## src/design/fbfd_pkg.sv

```systemverilog
// ----------------------------------------------------------------------------
// fbfd_pkg
// Shared sizes, reset values, register codes and control types of the
// flash beacon frequency detector.
// ----------------------------------------------------------------------------
package fbfd_pkg;

    localparam int PERIOD_DEPTH = 10;
    localparam int WINDOW_DEPTH = 10;

    localparam int SAMPLE_W   = 10;
    localparam int TIME_W     = 32;
    localparam int PERIOD_W   = 16;
    localparam int FREQ_W     = 5;
    localparam int CFG_IDX_W  = 2;
    localparam int CFG_DATA_W = 16;

    localparam int PIDX_W = (PERIOD_DEPTH > 1) ? $clog2(PERIOD_DEPTH) : 1;
    localparam int WIDX_W = (WINDOW_DEPTH > 1) ? $clog2(WINDOW_DEPTH) : 1;
    localparam int SCAN_N = (PERIOD_DEPTH > WINDOW_DEPTH) ? PERIOD_DEPTH : WINDOW_DEPTH;
    localparam int SCAN_W = (SCAN_N > 1) ? $clog2(SCAN_N) : 1;
    localparam int CNT_W  = $clog2(PERIOD_DEPTH + 1);
    localparam int SUM_W  = PERIOD_W + CNT_W;
    localparam int DIV_W  = SUM_W;
    localparam int DCNT_W = $clog2(DIV_W + 1);

    localparam logic [SAMPLE_W-1:0]   SENS_RST   = 10'd30;
    localparam logic [PERIOD_W-1:0]   PLOW_RST   = 16'd40;
    localparam logic [PERIOD_W-1:0]   PHIGH_RST  = 16'd600;
    localparam logic [PERIOD_W-1:0]   SIL_RST    = 16'd600;
    localparam logic [SAMPLE_W-1:0]   WINDOW_RST = 10'd512;
    localparam logic [SAMPLE_W-1:0]   SAMPLE_MAX = 10'd1023;
    localparam logic [FREQ_W-1:0]     FREQ_MAX   = 5'd31;
    localparam int                    FREQ_NUM   = 1000;

    typedef enum logic [CFG_IDX_W-1:0] {
        CFG_SENSITIVITY = 2'd0,
        CFG_PERIOD_LOW  = 2'd1,
        CFG_PERIOD_HIGH = 2'd2,
        CFG_SILENCE     = 2'd3
    } cfg_idx_t;

    typedef enum logic [2:0] {
        ST_IDLE,
        ST_PULSE,
        ST_SCAN,
        ST_COMMIT,
        ST_DIV_MEAN,
        ST_DIV_FREQ,
        ST_SILENCE,
        ST_DONE
    } state_t;

    typedef struct packed {
        logic load;
        logic pulse;
        logic scan_step;
        logic commit;
        logic div_mean_start;
        logic div_step;
        logic div_freq_start;
        logic freq_load;
        logic silence;
        logic out_load;
    } cmd_t;

    typedef struct packed {
        logic scan_last;
        logic push_ok;
        logic div_done;
    } stat_t;

endpackage

```

## src/design/fbfd_ctrl.sv

```systemverilog
// ----------------------------------------------------------------------------
// fbfd_ctrl
// Sequencer for one beat: pulse check, ring/window scan, two divisions when a
// period is accepted, silence check, result hand-off.
// ----------------------------------------------------------------------------
module fbfd_ctrl (
    input  logic           aclk,
    input  logic           aresetn,
    input  logic           s_valid,
    output logic           s_ready,
    output logic           m_valid,
    input  logic           m_ready,
    input  fbfd_pkg::stat_t stat,
    output fbfd_pkg::cmd_t  cmd
);

    fbfd_pkg::state_t state_reg;
    fbfd_pkg::state_t state_next;
    logic             out_valid_reg;
    logic             out_valid_next;

    always_ff @(posedge aclk) begin
        if (!aresetn) begin
            state_reg     <= fbfd_pkg::ST_IDLE;
            out_valid_reg <= 1'b0;
        end else begin
            state_reg     <= state_next;
            out_valid_reg <= out_valid_next;
        end
    end

    always_comb begin
        state_next     = state_reg;
        out_valid_next = out_valid_reg && !m_ready;
        cmd            = '0;
        s_ready        = 1'b0;
        case (state_reg)
            fbfd_pkg::ST_IDLE: begin
                s_ready = 1'b1;
                if (s_valid) begin
                    cmd.load   = 1'b1;
                    state_next = fbfd_pkg::ST_PULSE;
                end
            end
            fbfd_pkg::ST_PULSE: begin
                cmd.pulse  = 1'b1;
                state_next = fbfd_pkg::ST_SCAN;
            end
            fbfd_pkg::ST_SCAN: begin
                cmd.scan_step = 1'b1;
                if (stat.scan_last) begin
                    state_next = fbfd_pkg::ST_COMMIT;
                end
            end
            fbfd_pkg::ST_COMMIT: begin
                cmd.commit = 1'b1;
                if (stat.push_ok) begin
                    cmd.div_mean_start = 1'b1;
                    state_next         = fbfd_pkg::ST_DIV_MEAN;
                end else begin
                    state_next = fbfd_pkg::ST_SILENCE;
                end
            end
            fbfd_pkg::ST_DIV_MEAN: begin
                if (stat.div_done) begin
                    cmd.div_freq_start = 1'b1;
                    state_next         = fbfd_pkg::ST_DIV_FREQ;
                end else begin
                    cmd.div_step = 1'b1;
                end
            end
            fbfd_pkg::ST_DIV_FREQ: begin
                if (stat.div_done) begin
                    cmd.freq_load = 1'b1;
                    state_next    = fbfd_pkg::ST_SILENCE;
                end else begin
                    cmd.div_step = 1'b1;
                end
            end
            fbfd_pkg::ST_SILENCE: begin
                cmd.silence = 1'b1;
                state_next  = fbfd_pkg::ST_DONE;
            end
            fbfd_pkg::ST_DONE: begin
                // wait for the output register to drain
                if (!out_valid_reg || m_ready) begin
                    cmd.out_load   = 1'b1;
                    out_valid_next = 1'b1;
                    state_next     = fbfd_pkg::ST_IDLE;
                end
            end
            default: begin
                state_next = fbfd_pkg::ST_IDLE;
            end
        endcase
    end

    assign m_valid = out_valid_reg;

endmodule

```

## src/design/fbfd_dp.sv

```systemverilog
// ----------------------------------------------------------------------------
// fbfd_dp
// Datapath: config registers, pulse/period logic, period ring, sample
// window, scan accumulators, shared restoring divider, output register.
// ----------------------------------------------------------------------------
module fbfd_dp (
    input  logic                               aclk,
    input  logic                               aresetn,
    input  logic                               cfg_we,
    input  logic [fbfd_pkg::CFG_IDX_W-1:0]     cfg_index,
    input  logic [fbfd_pkg::CFG_DATA_W-1:0]    cfg_data,
    input  logic [fbfd_pkg::SAMPLE_W-1:0]      s_light_sample,
    input  logic [fbfd_pkg::TIME_W-1:0]        s_time_ms,
    input  logic                               s_window_tick,
    output logic [fbfd_pkg::FREQ_W-1:0]        m_frequency_hz,
    output logic [fbfd_pkg::SAMPLE_W-1:0]      m_window_min,
    output logic [fbfd_pkg::SAMPLE_W-1:0]      m_window_max,
    input  fbfd_pkg::cmd_t                     cmd,
    output fbfd_pkg::stat_t                    stat
);

    // configuration
    logic [fbfd_pkg::SAMPLE_W-1:0] sens_reg;
    logic [fbfd_pkg::PERIOD_W-1:0] plow_reg;
    logic [fbfd_pkg::PERIOD_W-1:0] phigh_reg;
    logic [fbfd_pkg::PERIOD_W-1:0] sil_reg;

    // captured beat
    logic [fbfd_pkg::SAMPLE_W-1:0] sample_reg;
    logic [fbfd_pkg::TIME_W-1:0]   now_reg;
    logic                          tick_reg;

    // state
    logic [fbfd_pkg::PERIOD_W-1:0] ring_reg [fbfd_pkg::PERIOD_DEPTH];
    logic [fbfd_pkg::PIDX_W-1:0]   pslot_reg;
    logic [fbfd_pkg::TIME_W-1:0]   last_reg;
    logic [fbfd_pkg::FREQ_W-1:0]   freq_reg;
    logic [fbfd_pkg::SAMPLE_W-1:0] win_reg [fbfd_pkg::WINDOW_DEPTH];
    logic [fbfd_pkg::WIDX_W-1:0]   wslot_reg;
    logic [fbfd_pkg::SAMPLE_W-1:0] min_reg;
    logic [fbfd_pkg::SAMPLE_W-1:0] max_reg;
    logic                          push_reg;

    // scan
    logic [fbfd_pkg::SCAN_W-1:0]   scan_cnt_reg;
    logic [fbfd_pkg::SUM_W-1:0]    sum_reg;
    logic [fbfd_pkg::CNT_W-1:0]    cnt_reg;
    logic [fbfd_pkg::SAMPLE_W-1:0] lo_reg;
    logic [fbfd_pkg::SAMPLE_W-1:0] hi_reg;

    // divider
    logic [fbfd_pkg::DIV_W-1:0]    rem_reg;
    logic [fbfd_pkg::DIV_W-1:0]    quo_reg;
    logic [fbfd_pkg::DIV_W-1:0]    dvs_reg;
    logic [fbfd_pkg::DCNT_W-1:0]   dcnt_reg;

    // output
    logic [fbfd_pkg::FREQ_W-1:0]   out_freq_reg;
    logic [fbfd_pkg::SAMPLE_W-1:0] out_min_reg;
    logic [fbfd_pkg::SAMPLE_W-1:0] out_max_reg;

    logic [fbfd_pkg::SAMPLE_W:0]   thresh;
    logic                          is_pulse;
    logic [fbfd_pkg::TIME_W-1:0]   period;
    logic                          in_bounds;
    logic [fbfd_pkg::TIME_W-1:0]   silent_for;
    logic [fbfd_pkg::DIV_W:0]      rem_shift;
    logic                          div_ge;
    logic [fbfd_pkg::DIV_W:0]      rem_sub;
    logic [fbfd_pkg::PERIOD_W-1:0] ring_rd;
    logic [fbfd_pkg::SAMPLE_W-1:0] win_rd;
    logic                          ring_in;
    logic                          win_in;

    // pulse threshold at 11 bits, never wraps
    assign thresh    = {1'b0, min_reg} + {1'b0, sens_reg};
    assign is_pulse  = {1'b0, sample_reg} > thresh;
    assign period    = now_reg - last_reg;
    assign in_bounds = (period > {16'd0, plow_reg}) && (period < {16'd0, phigh_reg});
    assign silent_for = now_reg - last_reg;

    // restoring divider step
    assign rem_shift = {rem_reg, quo_reg[fbfd_pkg::DIV_W-1]};
    assign div_ge    = rem_shift >= {1'b0, dvs_reg};
    assign rem_sub   = rem_shift - {1'b0, dvs_reg};

    assign ring_in = int'(scan_cnt_reg) < fbfd_pkg::PERIOD_DEPTH;
    assign win_in  = int'(scan_cnt_reg) < fbfd_pkg::WINDOW_DEPTH;
    assign ring_rd = ring_in ? ring_reg[scan_cnt_reg[fbfd_pkg::PIDX_W-1:0]] : '0;
    assign win_rd  = win_in ? win_reg[scan_cnt_reg[fbfd_pkg::WIDX_W-1:0]] : min_reg;

    assign stat.scan_last = scan_cnt_reg == fbfd_pkg::SCAN_W'(fbfd_pkg::SCAN_N - 1);
    assign stat.push_ok   = push_reg && (cnt_reg != '0);
    assign stat.div_done  = dcnt_reg == '0;

    always_ff @(posedge aclk) begin
        if (!aresetn) begin
            sens_reg  <= fbfd_pkg::SENS_RST;
            plow_reg  <= fbfd_pkg::PLOW_RST;
            phigh_reg <= fbfd_pkg::PHIGH_RST;
            sil_reg   <= fbfd_pkg::SIL_RST;
        end else if (cfg_we) begin
            case (fbfd_pkg::cfg_idx_t'(cfg_index))
                fbfd_pkg::CFG_SENSITIVITY: sens_reg  <= cfg_data[fbfd_pkg::SAMPLE_W-1:0];
                fbfd_pkg::CFG_PERIOD_LOW:  plow_reg  <= cfg_data;
                fbfd_pkg::CFG_PERIOD_HIGH: phigh_reg <= cfg_data;
                fbfd_pkg::CFG_SILENCE:     sil_reg   <= cfg_data;
                default: begin
                end
            endcase
        end
    end

    always_ff @(posedge aclk) begin
        if (cmd.load) begin
            sample_reg <= s_light_sample;
            now_reg    <= s_time_ms;
            tick_reg   <= s_window_tick;
        end
    end

    // ring, window, pulse time, frequency, min/max
    always_ff @(posedge aclk) begin
        if (!aresetn) begin
            for (int k = 0; k < fbfd_pkg::PERIOD_DEPTH; k++) begin
                ring_reg[k] <= '0;
            end
            for (int k = 0; k < fbfd_pkg::WINDOW_DEPTH; k++) begin
                win_reg[k] <= fbfd_pkg::WINDOW_RST;
            end
            pslot_reg <= '0;
            wslot_reg <= '0;
            last_reg  <= '0;
            freq_reg  <= '0;
            min_reg   <= fbfd_pkg::WINDOW_RST;
            max_reg   <= fbfd_pkg::WINDOW_RST;
            push_reg  <= 1'b0;
        end else begin
            if (cmd.pulse) begin
                push_reg <= is_pulse && in_bounds;
                if (is_pulse) begin
                    last_reg <= now_reg;
                    if (in_bounds) begin
                        ring_reg[pslot_reg] <= period[fbfd_pkg::PERIOD_W-1:0];
                        if (pslot_reg == fbfd_pkg::PIDX_W'(fbfd_pkg::PERIOD_DEPTH - 1)) begin
                            pslot_reg <= '0;
                        end else begin
                            pslot_reg <= pslot_reg + 1'b1;
                        end
                    end
                end
                if (tick_reg) begin
                    win_reg[wslot_reg] <= sample_reg;
                    if (wslot_reg == fbfd_pkg::WIDX_W'(fbfd_pkg::WINDOW_DEPTH - 1)) begin
                        wslot_reg <= '0;
                    end else begin
                        wslot_reg <= wslot_reg + 1'b1;
                    end
                end
            end
            if (cmd.commit && tick_reg) begin
                min_reg <= lo_reg;
                max_reg <= hi_reg;
            end
            if (cmd.freq_load) begin
                freq_reg <= (|quo_reg[fbfd_pkg::DIV_W-1:fbfd_pkg::FREQ_W]) ?
                            fbfd_pkg::FREQ_MAX : quo_reg[fbfd_pkg::FREQ_W-1:0];
            end
            if (cmd.silence && (silent_for > {16'd0, sil_reg})) begin
                freq_reg <= '0;
            end
        end
    end

    // scan accumulators
    always_ff @(posedge aclk) begin
        if (cmd.pulse) begin
            scan_cnt_reg <= '0;
            sum_reg      <= '0;
            cnt_reg      <= '0;
            lo_reg       <= fbfd_pkg::SAMPLE_MAX;
            hi_reg       <= '0;
        end else if (cmd.scan_step) begin
            scan_cnt_reg <= scan_cnt_reg + 1'b1;
            sum_reg      <= sum_reg + fbfd_pkg::SUM_W'(ring_rd);
            if (ring_rd != '0) begin
                cnt_reg <= cnt_reg + 1'b1;
            end
            if (win_in && (win_rd < lo_reg)) begin
                lo_reg <= win_rd;
            end
            if (win_in && (win_rd > hi_reg)) begin
                hi_reg <= win_rd;
            end
        end
    end

    // shared divider: sum / count, then 1000 / mean
    always_ff @(posedge aclk) begin
        if (!aresetn) begin
            dcnt_reg <= '0;
        end else if (cmd.div_mean_start) begin
            rem_reg  <= '0;
            quo_reg  <= sum_reg;
            dvs_reg  <= fbfd_pkg::DIV_W'(cnt_reg);
            dcnt_reg <= fbfd_pkg::DCNT_W'(fbfd_pkg::DIV_W);
        end else if (cmd.div_freq_start) begin
            rem_reg  <= '0;
            quo_reg  <= fbfd_pkg::DIV_W'(fbfd_pkg::FREQ_NUM);
            dvs_reg  <= quo_reg;
            dcnt_reg <= fbfd_pkg::DCNT_W'(fbfd_pkg::DIV_W);
        end else if (cmd.div_step) begin
            rem_reg  <= div_ge ? rem_sub[fbfd_pkg::DIV_W-1:0] : rem_shift[fbfd_pkg::DIV_W-1:0];
            quo_reg  <= {quo_reg[fbfd_pkg::DIV_W-2:0], div_ge};
            dcnt_reg <= dcnt_reg - 1'b1;
        end
    end

    always_ff @(posedge aclk) begin
        if (cmd.out_load) begin
            out_freq_reg <= freq_reg;
            out_min_reg  <= min_reg;
            out_max_reg  <= max_reg;
        end
    end

    assign m_frequency_hz = out_freq_reg;
    assign m_window_min   = out_min_reg;
    assign m_window_max   = out_max_reg;

endmodule

```

## src/design/flash_beacon_frequency_detector.sv

```systemverilog
// ----------------------------------------------------------------------------
// flash_beacon_frequency_detector
// Light-pulse period meter: detects pulses against a sliding-window floor,
// averages accepted periods in a ring and reports 1000 / mean in hertz.
// ----------------------------------------------------------------------------
//
//  channel  ports                                      dir  per beat
//  -------  -----------------------------------------  ---  ----------------
//  s_       s_valid/s_ready, light_sample, time_ms,    in   one sample
//           window_tick
//  m_       m_valid/m_ready, frequency_hz,             out  one result
//           window_min, window_max
//  cfg_     cfg_we, cfg_index, cfg_data                in   one register write
//
//  One beat at a time. A beat runs through accept, pulse check, the scan,
//  commit, silence check and hand-off; when a period lands in the ring the
//  shared 20-bit restoring divider runs twice (mean, then 1000 / mean)
//  between commit and silence check.
//  Reset (aresetn, synchronous) restores config defaults, clears the ring,
//  fills the window with 512; no clearing pass is needed.
//  The result sits in an output register: a stalled m_ready only holds the
//  block in its hand-off cycle once a second result is ready.
//
module flash_beacon_frequency_detector (
    input  logic                               aclk,
    input  logic                               aresetn,
    input  logic                               cfg_we,
    input  logic [fbfd_pkg::CFG_IDX_W-1:0]     cfg_index,
    input  logic [fbfd_pkg::CFG_DATA_W-1:0]    cfg_data,
    input  logic                               s_valid,
    output logic                               s_ready,
    input  logic [fbfd_pkg::SAMPLE_W-1:0]      s_light_sample,
    input  logic [fbfd_pkg::TIME_W-1:0]        s_time_ms,
    input  logic                               s_window_tick,
    output logic                               m_valid,
    input  logic                               m_ready,
    output logic [fbfd_pkg::FREQ_W-1:0]        m_frequency_hz,
    output logic [fbfd_pkg::SAMPLE_W-1:0]      m_window_min,
    output logic [fbfd_pkg::SAMPLE_W-1:0]      m_window_max
);

    fbfd_pkg::cmd_t  cmd;
    fbfd_pkg::stat_t stat;

    // sequencer
    fbfd_ctrl u_ctrl (
        .aclk    (aclk),
        .aresetn (aresetn),
        .s_valid (s_valid),
        .s_ready (s_ready),
        .m_valid (m_valid),
        .m_ready (m_ready),
        .stat    (stat),
        .cmd     (cmd)
    );

    // registers, ring, window, divider
    fbfd_dp u_dp (
        .aclk           (aclk),
        .aresetn        (aresetn),
        .cfg_we         (cfg_we),
        .cfg_index      (cfg_index),
        .cfg_data       (cfg_data),
        .s_light_sample (s_light_sample),
        .s_time_ms      (s_time_ms),
        .s_window_tick  (s_window_tick),
        .m_frequency_hz (m_frequency_hz),
        .m_window_min   (m_window_min),
        .m_window_max   (m_window_max),
        .cmd            (cmd),
        .stat           (stat)
    );

endmodule

```

## config.mk

```make
export PLATFORM = sky130hd
export DESIGN_NAME = flash_beacon_frequency_detector
export DESIGN_NICKNAME = d
export VERILOG_FILES = /design/src/design/fbfd_pkg.sv /design/src/design/fbfd_ctrl.sv /design/src/design/fbfd_dp.sv /design/src/design/flash_beacon_frequency_detector.sv
export SDC_FILE = /design/constraint.sdc
export NUM_CORES = 1
export LEC_CHECK = 0
export BUFFER_PORTS_ARGS = -buffer_cell sky130_fd_sc_hd__buf_2
export CAP_MARGIN = 0
export CORE_MARGIN = 2
export CORE_UTILIZATION = 60
export CTS_BUF_LIST = sky130_fd_sc_hd__clkbuf_8 sky130_fd_sc_hd__clkbuf_16
export DETAILED_ROUTE_END_ITERATION = 8
export PLACE_DENSITY = 0.79
export SETUP_SLACK_MARGIN = 0.5
export SYNTH_ARGS = -nofsm -noshare
export SYNTH_HDL_FRONTEND = slang
export SYNTH_SLANG_ARGS = --single-unit
```

## constraint.sdc

```tcl
create_clock -name aclk -period 8.65 [get_ports aclk]
set_clock_uncertainty 0.05 [all_clocks]
set_input_delay 0.865 -clock aclk [delete_from_list [all_inputs] [get_ports aclk]]
set_output_delay 0.865 -clock aclk [all_outputs]
set_load 0.03 [all_outputs]
```

==> results.md, run 1 <==
* Status: finished clean
* Number of port buffers at between 90 and 100
* Final ANT Viol Nets at 0
* TritonRoute pass-1 iters at 5
* Gr usage total at 0.2850
* Area share of the largest cell type after synthesis at 0.4597
* Final Cycle Share at 0.8514
* Hold Path Stages at 1
* Diodes inserted at 0
* Total number of yosys warnings at 0
* Post-synth EDFFs at 544
* Share of cells above drive strength 1 at 0.1543
* Syn nets at 3180
* Worst endpoint required time at 8.83 ns
* Final Slew Violations at 0
* Initial antenna violation count at 0
* Hold-fix buffers, CTS at 0
* Sequential share of the synthesized area at 0.5639
* Longest Clk Path Bufs at 3
* Placed Instance Area at 0.03680 sq mm
* Via count at ~24000
* Final setup TNS at 0 ns
* Final setup viols at 0
* Total grt overflow at 0
* Cells after Synth at 2952
* # fillers at between 4000 and 5000
* Vias/cell at 6.348
* Critical path arrival at 7.54 ns
* Mapped Avg Cell Area at ~12 sq um
* Postcts setup bufs at 0
* Min cycle time layout at 7.364 ns
* Die H at 247.4 microns
* PwrDens at 277.4 mW/mm^2
* Reg2reg path depth at 18
* Synth top area cells: edfxtp_1, dfxtp_1, mux4_2, ha_1, nand2_1
* Die width at 247.4 microns
* Drc violations at 0
* Crit start category: flop
* Fin nets at approximately 3200
* Synth Cell Area at between 0.03 and 0.04 sq mm
* Final instance area at 0.03914 sq mm
* Async S/R FF share, synth at 0
* Vias in the first global route at 24520
* Area growth syn-to-layout at 10.13%
* Final estimated routing congestion in global placement at 0.9325
* CTS tree: yes
* RSZ-0062 raised after global routing: false
* R2r setup slk at 1.29 ns
* Ports at 93
* Slew HR at 0.1172
* First-pass GRT wire length at 134900 microns
* Crit path capture type: flop
* Critical R2R Launch: u_dp.now_reg[1]
* Mean routed wirelength per cell at about 22 microns
* CP max FO at 33
* Cell leakage power at roughly 14 nW
* Synth Register Bits at 729
* Final WL at around 85000 microns
* Core area at between 0.05 and 0.06 sq mm
* Num rows at 89
* Die footprint at 0.06119 sq mm
* H-tree levels at 3
* Drt first-iter violations at between 2000 and 2500
* Commonest cells in the netlist: edfxtp_1, nand2_1, nor2_1
* Overall power at roughly 11 mW
* Peak supply drop at 219.9 uV
* Largest net degree at the start of global routing at just under 90
* Most frequent cell after synthesis: edfxtp_1
* CTS sink cnt at 729
* Hold_sp: s_light_sample[0]
* Worst Tran Pin Value at 1.314 ns
* Max-Cap Viols at 0
* Num CTS Buffers at 74
* Cell taking the most area after synthesis: edfxtp_1
* Clk_lat worst skew at around 0.64 ns
* Ys flop type: edfxtp_1
* Max reg flops at 256
* Reg clk slew, reported paths at 0.06 ns
* Hold path endpoint: u_dp.sample_reg[0]
* DP Wirelength at 58490 microns
* Hold crit path type: in2reg
* Final hold vios at 0
* Crit path kind: reg2reg
* Yosys cell types at 79
* Worst reg2reg path endpoint: u_dp.ring_reg[10][5]
* Initial Util at 0.6044
* Fmax achieved at 135.8 MHz
* Post-cts repair resize count at 0
* Crit path launch: u_dp.now_reg[1]
* Clock Tree Root: clkbuf_16
==> logic make-up (layout without fill, tap and decap cells) <==
family | count (synthesis) | count (layout) | share of synthesized area
multiplexers | 182 | 182 | 0.09679
flip-flops | 729 | 729 | 0.5639
AND/OR/NAND/NOR | 1000 | 1000 | 0.1439
buffers and inverters | 358 | 458 | 0.03975
adder cells (fa/ha/maj) | 162 | 162 | 0.05788
XOR/XNOR | 63 | 63 | 0.01553
AO/OA/AOI/OAI | 458 | 458 | 0.08228
==> placed cells by master (no fill, tap or decap), drive strengths merged, types with 6 or more instances in the layout <==
cell type and n:
edfxtp 544, nand2 288, nor2 246, inv 197, dfxtp 185, a21oi 178
ha 158, buf 150, mux4 129, nor4 128, clkbuf 84, nor3 82
o21ai 64, a21o 51, mux2i 50, and2 46, nand3 41, nand4 36
xor2 33, xnor2 30, a211oi 27, nor2b 27, clkinv 26, and3 23
nand2b 20, o21a 19, o211ai 17, or3 17, a22o 13, or2 10
or4 9, o21bai 8, o31ai 8, o22a 7, o22ai 7, a31oi 7
o211a 6, a211o 6, nand3b 6
==> worst max-delay path, stage by stage, from the launching register on <==
cell and delay, ns:
edfxtp_1 0.44, ha_1 0.29, nor2b_1 0.14, o2111a_1 0.25
nor4_1 0.56, nor2_1 0.16, a21oi_1 0.24, o21ai_0 0.13
xnor2_1 0.86, inv_1 0.27, ha_1 0.37, nand4_1 0.11
nor2_1 0.07, nand3_1 0.09, nand2_1 0.07, or4_1 0.49
nor4_1 0.58, nand3_4 0.51, nor4_4 1.22
==> where the power goes <==
part | total (mW) | internal (mW) | switching [mW]
sequential | 4.29 | 4.02 | 0.267
clock | 3.07 | 1.71 | 1.36
combinational | 3.50 | 1.39 | 2.11
==> per-stage QoR <==
| stage | hold WS (ns) | setup slack [ns] | cells | utilization |
|---|---|---|---|---|
| floorplan | 0.3581 | 2.063 | 2952 | - |
| global placement | 0.3639 | 1.730 | 3692 | 0.6259 |
| global route | 0.3332 | 0.8096 | 3825 | 0.6656 |
| CTS | 0.3198 | 1.347 | 3825 | 0.6656 |
| finish | 0.3453 | 1.286 | 3825 | 0.6656 |
| detailed placement | 0.3737 | 1.379 | 3692 | 0.6259 |
==> worst max path at each step <==
stage | endpoint | slack [ns] | cells after the start
after floorplan | u_dp.ring_reg[15][0] | 2.06 | 20
after global placement | u_dp.ring_reg[10][0] | 1.73 | 17
after detailed placement | u_dp.ring_reg[11][0] | 1.38 | 17
after CTS | u_dp.ring_reg[10][4] | 1.35 | 17
after global routing | u_dp.ring_reg[11][0] | 0.81 | 18
final | u_dp.ring_reg[10][5] | 1.29 | 18
==> cell type report <==
class / count / area (sq um) / share of cell area
sequential: 729 / 20050 / 0.5123
clock inverter: 49 / 324.1 / 0.008281
clock buffer: 84 / 2012 / 0.05141
inverter: 175 / 659.4 / 0.01685
tap: 773 / 967.2 / 0.02471
timing repair buffer: 150 / 908.4 / 0.02321
multi-input combinational: 1865 / 14210 / 0.3632
==> per-layer routing <==
layer / vias up / routed length (microns) / global-route usage
met3: 222 / 6542 / 0.04898
met2: 1080 / 42310 / 0.4868
met1: 11910 / 32880 / 0.3625
met4: 0 / 3545 / 0.1162
met5: - / 0 / 0
li1: 11080 / - / -
No activity file was read; power rests on OpenSTA's default activity.
==> run 2: changes to the inputs <==
Settings changed: SYNTH_HIERARCHICAL set to 1.
==> run 2 against run 1 <==
Count of clock-buffer cells in the layout fell by 1; sequential power fell by 2%; first-iteration DRC count rose by 10%; die area fell by 1.4%; worst hold slack improved by 0.0095 ns; combinational power fell by 35%; worst setup slack improved by 0.82 ns; area after synthesis fell by 1.4%; synthesized cell count fell by 1.3%; final cell count fell by 0.86%; total power fell by 11%; critical endpoint is now u_dp/ring_reg[9][10].
==> results.md, run 2 <==
* Gr usage total at 0.2820
* Final setup viols at 0
* Power share of the combinational group at 0.236
* Clock power share at 0.330
* Synth top area cells: edfxtp_1, dfxtp_1, mux4_2, ha_1, nor2_1
* Final setup TNS at 0 ns
* Area share of the largest cell type after synthesis at 0.4661
* Hold Worst Slack at 0.3548 ns
* Die H at between 200 and 250 microns
* CTS tree: yes
* Total grt overflow at 0
* Final Cycle Share at 0.7566
* R2r setup slk at about 2.1 ns
* Placed Instances at 3651
* Core area at 0.05770 sq mm
* Commonest non-fill, non-tap cell in the layout: edfxtp_1
* RSZ-0062 raised after global routing: false
* Max-Cap Viols at 0
* Top layer in use: met4
* Syn nets at between 3000 and 4000
* Fin nets at approximately 3200
* Crit start category: flop
* Final instance area at 0.03873 sq mm
* DP Wirelength at 56230 microns
* Worst Tran Pin Value at 1.214 ns
* Internal power at about 6.8 mW
* Crit path kind: reg2reg
* Clk_lat worst skew at between 0.6 and 0.7 ns
* Sequential share of the synthesized area at 0.5718
* Max reg flops at between 200 and 300
* Peak supply drop at 202.5 uV
* Most frequent cells in the layout: edfxtp_1, nor2_1, nand2_1
* Number of port buffers at 92
* Post-synth EDFFs at 544
* Slew HR at 0.1851
* Drt first-iter violations at 2383
* # fillers at between 4000 and 5000
* Mapped Avg Cell Area at between 10 and 15 sq um
* Wire length on met2 at around 40000 microns
* Fmax achieved at 152.8 MHz
* Postcts setup bufs at 0
* Hold Path Stages at 1
* Worst endpoint required time at 8.84 ns
* Clock Tree Root: clkbuf_16
* Die footprint at 0.06036 sq mm
* Critical path arrival at 6.74 ns
* Placed Instance Area at 0.03627 sq mm
* Async S/R FF share, synth at 0
* Synth Register Bits at around 730
* Hold crit path type: in2reg
* Final hold vios at 0
* Sw Ratio at 0.2967
* Vias/cell at 6.258
* Longest Clk Path Bufs at 3
* Largest net degree at the start of global routing at 159
* Num rows at 88
* Reg2reg path depth at 18
* Total number of yosys warnings at 6
* Cell leakage power at between 10 and 15 nW
* Synth Cell Area at 0.03505 sq mm
* Via count at 23730
* Most frequent cell after synthesis: edfxtp_1
* Commonest cells in the netlist: edfxtp_1, nor2_1, nand2_1
* Critical R2R Launch: u_dp/now_reg[2]
* Cell taking the most area after synthesis: edfxtp_1
* Crit path launch: u_dp/now_reg[2]
* Ys flop type: edfxtp_1
* Final Slew Violations at 0
* Share of cells above drive strength 1 at 0.1564
* Hold_sp: s_light_sample[7]
* TritonRoute pass-1 iters at 5
* Final WL at 83650 microns
* Final estimated routing congestion in global placement at 0.8665
* Status: finished clean
* Initial antenna violation count at 5
* First-pass GRT wire length at 131500 microns
* Ports at 93
* Met1 WL at 33340 microns
* Cells after Synth at just under 3000
* Min cycle time layout at 6.545 ns
* PwrDens at ~250 mW/mm^2
* Area growth syn-to-layout at 10.51%
* CTS sink cnt at 729
* H-tree levels at 3
* Non-filler cells in the finished layout at 3792
* Post-cts repair resize count at 0
* Met3 wire len at approximately 7200 microns
* Drc violations at 0
* Sequential Power Share at 0.434
* Initial Util at 0.6074
* CP max FO at 16
* Reg clk slew, reported paths at around 0.060 ns
* Hold path endpoint: u_dp/sample_reg[7]
* Yosys cell types at 81
* Worst reg2reg path endpoint: u_dp/ring_reg[9][10]
* Vias in the first global route at approximately 24000
* Switching power at approximately 2.9 mW
* Die width at 245.7 microns
* Crit path capture type: flop
* Num CTS Buffers at 76
* Final ANT Viol Nets at 0
* Hold-fix buffers, CTS at 0
* Mean routed wirelength per cell at 22.06 microns
==> run 2: cell count changes after synthesis, moves of 13 or more <==
cell      before  now
nor2_1       246  308
nand2_1      288  249
nor4_2        40    5
nor3_1        82  106
and2_1        46   25
nor4_1        87   67
xnor2_1       30   48
clkbuf_1     138  122
a21o_1        51   37
a21oi_1      178  192
inv_1        173  186
mux2_2         3   16
nor2b_1       27   40
==> run 2: layout make-up <==
cell class | instances | area [sq um] | area share
repair buffers | 138 | 830.8 | 0.02145
well taps | 765 | 957.2 | 0.02471
flip-flops and latches | 729 | 20050 | 0.5176
clock inverters | 55 | 446.7 | 0.01153
multi-input cells | 1830 | 13720 | 0.3543
inverters | 189 | 710.7 | 0.01835
clock buffers | 83 | 2009 | 0.05188
diodes | 3 | 7.507 | 0.0001938
==> run 2: cells by family (layout without fill, tap and decap cells) <==
family | after synthesis | in the layout | synth area share
AO/OA/AOI/OAI | 434 | 434 | 0.07655
XOR/XNOR | 72 | 72 | 0.01799
adder cells (fa/ha/maj) | 163 | 163 | 0.05905
buffers and inverters | 355 | 465 | 0.03966
flip-flops | 729 | 729 | 0.5718
multiplexers | 197 | 197 | 0.1033
other | 0 | 3 | 0
AND/OR/NAND/NOR | 964 | 964 | 0.1317
==> run 2: per-stage QoR <==
step | power (mW) | utilization | worst slack (ns)
after floorplan | 5.847 | - | 3.002
after global placement | 6.401 | 0.6286 | 2.402
after detailed placement | 6.490 | 0.6286 | 2.189
after CTS | 9.668 | 0.6712 | 2.194
after global routing | 10.05 | 0.6713 | 1.735
final | 9.655 | 0.6713 | 2.105
==> run 2: per-layer routing <==
metal / up-vias / GRT usage
li1: 10770 / -
met1: 11660 / 0.3772
met2: 1127 / 0.4626
met4: 0 / 0.1062
met3: 167 / 0.05118
met5: - / 0
==> run 2: power groups by stage <==
stage | Combinational (mW) | Sequential, mW | Clock, mW
final | 2.28 | 4.19 | 3.19
after global routing | 2.46 | 4.23 | 3.36
after CTS | 2.25 | 4.19 | 3.23
after detailed placement | 2.23 | 4.26 | 0
after global placement | 2.15 | 4.25 | 0
after floorplan | 1.77 | 4.07 | 0
==> run 2: worst max path at each step <==
| stage | end | slack (ns) |
|---|---|---|
| after CTS | u_dp/ring_reg[9][10] | 2.19 |
| final | u_dp/ring_reg[9][10] | 2.11 |
| after detailed placement | u_dp/ring_reg[9][13] | 2.19 |
| after global placement | u_dp/ring_reg[9][0] | 2.40 |
| after floorplan | u_dp/ring_reg[4][0] | 3.00 |
| after global routing | u_dp/ring_reg[9][10] | 1.73 |
==> run 2: worst max-delay path, cell delays in order (launching register included) <==
cell and delay, ns:
edfxtp_1 0.40, ha_1 0.41, o21ai_0 0.25, a2111oi_0 0.11, nor2_1 0.28, nand2b_1 0.14, a31oi_1 0.21, xor2_1 0.93
inv_1 0.23, ha_1 0.37, nand4_1 0.11, o22ai_1 0.19, nor2_1 0.06, o21ai_0 0.13, a21oi_1 0.07, nor4b_2 0.39
or3b_1 0.43, nor4_4 0.55, a41o_1 0.85
